**config.mk**
```make
export PLATFORM = sky130hd
export DESIGN_NAME = ccrn_ram
export DESIGN_NICKNAME = d
export VERILOG_FILES = /design/src/rtl/ccrn_ram.sv
export SDC_FILE = /design/constraint.sdc
export NUM_CORES = 1
export LEC_CHECK = 0
export ABC_AREA = 1
export BUFFER_PORTS_ARGS = -buffer_cell sky130_fd_sc_hd__buf_2
export CAP_MARGIN = 20
export CELL_PAD_IN_SITES_DETAIL_PLACEMENT = 0
export CELL_PAD_IN_SITES_GLOBAL_PLACEMENT = 2
export CORE_UTILIZATION = 30
export CTS_CLUSTER_DIAMETER = 150
export CTS_CLUSTER_SIZE = 20
export DETAILED_ROUTE_END_ITERATION = 8
export PLACE_DENSITY = 0.71
export RECOVER_POWER = 25
export SLEW_MARGIN = 0
export SYNTH_ARGS = -nofsm -noshare
export SYNTH_HDL_FRONTEND = slang
export SYNTH_SLANG_ARGS = --single-unit
```
**constraint.sdc**
```tcl
create_clock -name clk -period 1.4 [get_ports clk]
set_input_delay 0.07 -clock clk [delete_from_list [all_inputs] [get_ports clk]]
set_output_delay 0.07 -clock clk [all_outputs]
set_load 0.01 [all_outputs]
```
**src/rtl/ccrn_ram.sv**
```systemverilog
// Generic single-write, single-read RAM with registered read data.
module ccrn_ram #(
	parameter int WIDTH = 16,
	parameter int DEPTH = 15
) (
	input  logic                     clk,
	input  logic                     wr_en,
	input  logic [$clog2(DEPTH)-1:0] wr_addr,
	input  logic [WIDTH-1:0]         wr_data,
	input  logic                     rd_en,
	input  logic [$clog2(DEPTH)-1:0] rd_addr,
	output logic [WIDTH-1:0]         rd_data
);

	logic [WIDTH-1:0] mem_q [DEPTH];
	logic [WIDTH-1:0] rd_data_q;

	always_ff @(posedge clk) begin
		if (wr_en) begin
			mem_q[wr_addr] <= wr_data;
		end
		if (rd_en) begin
			rd_data_q <= mem_q[rd_addr];
		end
	end

	assign rd_data = rd_data_q;

endmodule

```
==> results of run 1 <==
## cell type report
| cell class | instances | area [um2] | area share, % |
|---|---|---|---|
| clock buffers | 17 | 425.4 | 3.428 |
| inverters | 89 | 336.6 | 2.713 |
| well taps | 455 | 569.3 | 4.588 |
| clock inverters | 1 | 30.03 | 0.2420 |
| flip-flops and latches | 256 | 7687 | 61.95 |
| repair buffers | 101 | 1031 | 8.309 |
| multi-input cells | 566 | 2328 | 18.77 |
## metal layers
layer,vias up,track usage (%)
met5,-,0
met4,0,3.040
met3,27,1.808
met2,116,27.51
met1,3193,21.77
li1,3286,-
## logic make-up after synthesis
group	count (synthesis)
buffers and inverters	137
AND/OR/NAND/NOR	566
flip-flops	256
## worst paths after layout
kind / start / to / slack, ns / depth (start not counted)
max: rd_data[1] / rd_data[1] / 0.17 / 1
min: rd_addr[3] / rd_data[2] / 0.17 / 4
max reg2reg: mem_q[1][3] / rd_data[3] / 0.33 / 6
min reg2reg: mem_q[14][1] / rd_data[1] / 0.67 / 4
## where the power goes
group	switching, W	internal (W)
Clock	0.00237	0.00235
Combinational	0.000756	0.000388
Sequential	0.0000532	0.00862
Total	0.00318	0.0114
## metrics by stage
stage	hold WS (ns)	area (um2)	setup WS (ns)	power (W)	cells
floorplan	0.1689	10610	0.04133	0.009435	959
global placement	0.4562	11820	0.1211	0.009988	1451
detailed placement	0.4577	11820	0.09904	0.009987	1451
CTS	0.02729	12440	0.1656	0.01472	1485
global route	0.2090	12410	0.1488	0.01507	1485
finish	0.1749	12410	0.1744	0.01454	1485
## registers in the layout, summed over array words and instances (netlist names)
register / cells
mem_q: 240
rd_data: 16
## Yosys cell counts (5+ instances only)
cell and count:
nand2_1 410, edfxtp_1 256, nand3_1 133, inv_1 86, buf_2 25, nor2_1 23
clkbuf_1 9, buf_6 7, buf_4 5
==> run_results.csv, run 1 <==
group,metric,value,unit
synthesis,synth_mux_area_share,0,%
setup_path,slowest_delay,0.48,ns
timing,max_freq,815.9,MHz
synthesis,synth_fa_ha_area_share,0,%
setup_path,worst-path-buf-inv,1,
synthesis,synth-edff-count,256,
drt,dr.pass1.iters,5,
drt,drc_errors,0,
timing,worstMarginPinSlew,1.552,ns
timing,slew_viol_final,17,
timing,fin_crit,1.226,ns
clock_network,cts-resized-gates,0,
setup_path,slowest_stage,"edfxtp_1",
placement,port_buffers,42,
timing,hold_viol,0,
synthesis,syn_avg_cell_area,11.06,um2
drt,vias,6622,
setup_path,crit_chain,"buf_2",
floorplan,rows,68,
global_route,antenna_found_initial,0,
synthesis,ys_top_cells_by_area,"edfxtp_1 (72%), nand2_1 (15%), nand3_1 (6.3%)",
worst_hold_path,min-delay-path-class,"input port to register",
drt,wl_met3,1034,um
finish,diodes,0,
timing,clock_skew,0.009806,ns
synthesis,synth.distinct_cells,14,
placement,gp_congestion,0.7409,
drt,wl_met1,12800,um
finish,final_core_util,35.83,%
drt,topRoutingLayerUsed,"met4",
synthesis,synth_cells,959,
clock_network,root_buffer,"clkbuf_16",
floorplan,die_width,190.1,um
synthesis,yosysWarnings,0,
timing,rsz0062_at_grt,"no",
clock_network,cts_tree,"done",
clock_network,cts_buffer_depth,3,
setup_path,required,1.33,ns
clock_network,cts_setup_buffers,0,
synthesis,synth-simple-area-share,21.59,%
finish,final_common_cell,"nand2_1",
clock_network,cts-buffers-inserted,16,
clock_network,clkSinkCount,256,
synthesis,synth_top_family_by_area,"simple AND/OR/NAND/NOR gates",
clock_network,htreeDepth,1,
clock_network,clkTransAtPathRegs,0.08,ns
drt,wl_per_cell,18.78,um
synthesis,synth_compound_area_share,0,%
global_route,grt_pass1_vias,6485,
floorplan,ios,43,
setup_path,critPathLaunchType,"register",
setup_path,cp_top_family,"flip-flops",
setup_path,criticalPathCategory,"register to output pin",
pwr,cellLeakagePower,4.932,nW
floorplan,initial_core_util,30.64,%
finish,layout-drive-gt1-share,10.68,%
floorplan,core_area,34630,um2
run_status,status,"complete, but fails checks",
timing,setup_viol,0,
job,drv_cap,1,
placement,hpwlAfterDp,15450,um
setup_path,end_kind,"output pin",
setup_path,critPathMaxFanout,1,
synthesis,synth-xor-area-share,0,%
global_route,grt_overflow,0,
clock_network,insertion_delay,0.49,ns
global_route,grt_first_pass_wirelength,42050,um
synthesis,synth_flop_cell,"edfxtp_1",
finish,nets,1057,
clock_network,hold_buffers,16,
drt,viasPerCell,4.459,
synthesis,syn_nets,986,
synthesis,yosysTopAreaCell,"edfxtp_1",
pwr,ir_drop,0.6356,mV
synthesis,synth-seq-area-share,72.46,%
floorplan,die_h,190.1,um
synthesis,synth_area,10610,um2
timing,relSlewSlack,-3.497,%
run_status,violations,"max-capacitance violations, max-slew violations",
synthesis,synth_top_area_share,72.46,%
drt,drtAntennaViolNets,0,
setup_path,worst_ep_arrival_time,1.16,ns
drt,met2_length,13660,um
synthesis,synth_seq_cells,256,
finish,fill_cells,3375,
drt,wl,27890,um
global_route,grt_start_max_net_pins,62,
timing,tns,0,ns
floorplan,fp.dieArea,36120,um2
drt,drt_iter0_drc,375,
finish,final_cell_mix,"nand2_1 (410), edfxtp_1 (256), nand3_1 (133)",
synthesis,async_flop_share,0,%
pwr,p_per_area,1172,nW/um2
timing,fin_crit_sh,87.54,%
global_route,grt_usage,15.99,%
finish,area_growth_syn_to_layout,16.96,%
(Power assumes the default switching activity.)
==> run 2: changes to the inputs <==
Settings changed: ABC_AREA 1 to 0, CORE_UTILIZATION 30 to 44, PLACE_DENSITY 0.71 to 0.83.
==> run 2 against run 1 <==
Against the previous run: the run ends with negative setup slack left; critical path depth is 2 higher; routed wire length fell by 33%; die area fell by 37%; sequential power is essentially flat; core utilization increased by 16 points; largest cell class unchanged; critical endpoint is now rd_data[1]; clock skew shrank 0.0020 ns; global-route usage grew 1.3 points; non-clock buffer count rose by 13.
==> run_results.csv, run 2 <==
group,metric,value,unit
synthesis,synth_flop_cell,"edfxtp_1",
pwr,design_power_total,0.01412,W
synthesis,syn_nets,461,
setup_path,crit_chain,"mux4_2 -> a22o_1 -> a221o_1",
setup_path,critPathMaxFanout,1,
timing,slew_viol_final,0,
drt,drt_iter0_drc,396,
setup_path,slowest_delay,0.49,ns
floorplan,rows,54,
timing,worstMarginPinSlew,1.224,ns
timing,rsz0062_at_grt,"yes",
synthesis,syn_avg_cell_area,22.47,um2
timing,fin_crit,1.657,ns
drt,drtAntennaViolNets,0,
synthesis,ys_top_cells_by_area,"edfxtp_1 (79%), mux4_2 (8.3%), mux4_1 (3.2%)",
setup_path,end_kind,"register",
drt,wl,18560,um
synthesis,synth.distinct_cells,23,
floorplan,core_area,21760,um2
clock_network,clkSinkCount,256,
finish,final_cell_mix,"edfxtp_1 (256), mux4_2 (48), buf_4 (43)",
clock_network,htreeDepth,1,
worst_hold_path,min-delay-path-class,"input port to register",
synthesis,synth_top_family_by_area,"multiplexers",
finish,largest_reg_flops,240,
clock_network,root_buffer,"clkbuf_16",
floorplan,fp.dieArea,22760,um2
finish,layout-drive-gt1-share,28.81,%
drt,drc_errors,0,
run_status,violations,"negative setup slack",
setup_path,criticalPathCategory,"register to register",
synthesis,synth-seq-area-share,78.82,%
synthesis,synth_area,9753,um2
finish,nets,572,
synthesis,synth-xor-area-share,0,%
clock_network,clkTransAtPathRegs,0.08,ns
synthesis,yosysWarnings,0,
pwr,p_per_area,1249,nW/um2
floorplan,initial_core_util,44.83,%
timing,tns,-2.309,ns
floorplan,die_width,150.9,um
floorplan,die_h,150.9,um
pwr,cellLeakagePower,3.751,nW
global_route,grt_usage,17.32,%
timing,max_freq,603.4,MHz
timing,hold_viol,0,
synthesis,synth_top_area_share,78.82,%
clock_network,insertion_delay,0.48,ns
timing,relSlewSlack,18.38,%
synthesis,synth-simple-area-share,1.822,%
synthesis,synth_cells,434,
global_route,grt_start_max_net_pins,23,
synthesis,synth_seq_cells,256,
finish,area_growth_syn_to_layout,15.89,%
global_route,grt_overflow,0,
floorplan,ios,43,
drt,vias,4503,
synthesis,synth_compound_area_share,3.169,%
setup_path,slowest_stage,"mux4_2",
timing,clock_skew,0.007814,ns
global_route,grt_pass1_vias,4775,
clock_network,cts-buffers-inserted,16,
finish,final_common_cell,"edfxtp_1",
finish,largest-register,"mem_q",
global_route,grt_first_pass_wirelength,28600,um
setup_path,worst-path-buf-inv,0,
run_status,status,"complete, but fails checks",
setup_path,required,1.61,ns
placement,hpwlAfterDp,12550,um
clock_network,cts_tree,"done",
synthesis,synth_mux_area_share,14.42,%
setup_path,critPathLaunchType,"register",
setup_path,worst_ep_arrival_time,1.87,ns
drt,viasPerCell,5.458,
clock_network,cts_buffer_depth,3,
job,drv_cap,0,
drt,dr.pass1.iters,4,
placement,port_buffers,42,
timing,setup_viol,14,
synthesis,synth_common_cells,"edfxtp_1 (256), mux4_2 (36), mux2i_1 (28), nand2_1 (14)",
synthesis,async_flop_share,0,%
pwr,ir_drop,0.6606,mV
timing,fin_crit_sh,118.4,%
finish,diodes,0,
synthesis,synth_fa_ha_area_share,0,%
drt,wl_per_cell,22.49,um
placement,gp_congestion,0.7397,
synthesis,yosysTopAreaCell,"edfxtp_1",
synthesis,synth-edff-count,256,
timing,setup_slack,-0.2573,ns
setup_path,cp_top_family,"compound AO/OA/AOI/OAI gates",
global_route,antenna_found_initial,0,
synthesis,post-synth-top-count-cell,"edfxtp_1",
run 2: cell types whose count changed after synthesis, sizes merged, moves of 4 or more:
cell / delta
nand2: -396
o21ai: +13
inv: -85
mux4: +48
a22o: +13
nor2: -11
buf: -25
nand3: -132
mux2i: +28
a221o: +13
nor3: +4
run 2: area by class of cell:
| class | count | area [um2] |
|---|---|---|
| fill | 1687 | 10450 |
| sequential | 256 | 7687 |
| multi-input combinational | 154 | 1876 |
| timing repair buffer | 114 | 923.4 |
| clock buffer | 17 | 425.4 |
| tap | 280 | 350.3 |
| clock inverter | 1 | 30.03 |
| inverter | 3 | 11.26 |
run 2: final timing paths:
check	startpoint	end	slack, ns	cells past startpoint
worst max-delay path	mem_q[7][1]	rd_data[1]	-0.26	3
worst min-delay path	rd_addr[3]	rd_data[2]	0.13	3
worst max register to register	mem_q[7][1]	rd_data[1]	-0.26	3
worst min register to register	mem_q[14][14]	rd_data[14]	0.66	3
run 2: power breakdown:
part | switching (W) | internal [W]
registers | 0.0000470 | 0.00862
logic | 0.000478 | 0.000431
clock network | 0.00219 | 0.00235
run 2: cell families (layout without fill, tap and decap cells):
group / Yosys count / count (layout)
DFF: 256 / 256
muxes: 76 / 76
AOI/OAI and AO/OA: 39 / 39
and+or+nand+nor: 39 / 39
buffers and inverters: 24 / 135
run 2: worst register-to-register path, stage by stage, from the launching register on:
cell and delay, ns:
edfxtp_1 0.37, mux4_2 0.49, a22o_1 0.22, a221o_1 0.32
run 2: repair_timing:
action	in CTS	in global routing
gates resized for setup	1	0
hold endpoints to repair	240	0
endpoints found under the setup margin	15	15
pin swaps	0	0
setup buffers	0	0
hold buffers	16	0
run 2: per-layer routing:
layer / vias up / wire length, um / GRT usage (%)
met1: 2335 / 7792 / 23.52
met4: 0 / 368 / 4.950
li1: 2030 / - / -
met2: 112 / 9529 / 29.77
met5: - / 0 / 0
met3: 26 / 865 / 1.807
run 2: per-stage QoR:
step / hold slack (ns) / instances / setup slack [ns] / utilization, % / instance area [um2]
3_5_place_dp: 0.4555 / 791 / -0.2954 / 49.22 / 10710
5_1_grt: 0.1343 / 825 / -0.2671 / 51.96 / 11300
6_report: 0.1273 / 825 / -0.2573 / 51.96 / 11300
4_1_cts: 0.1015 / 825 / -0.2555 / 52.07 / 11330
2_1_floorplan: 0.1689 / 434 / -0.1910 / - / 9762
3_3_place_gp: 0.4311 / 791 / -0.2655 / 49.22 / 10710
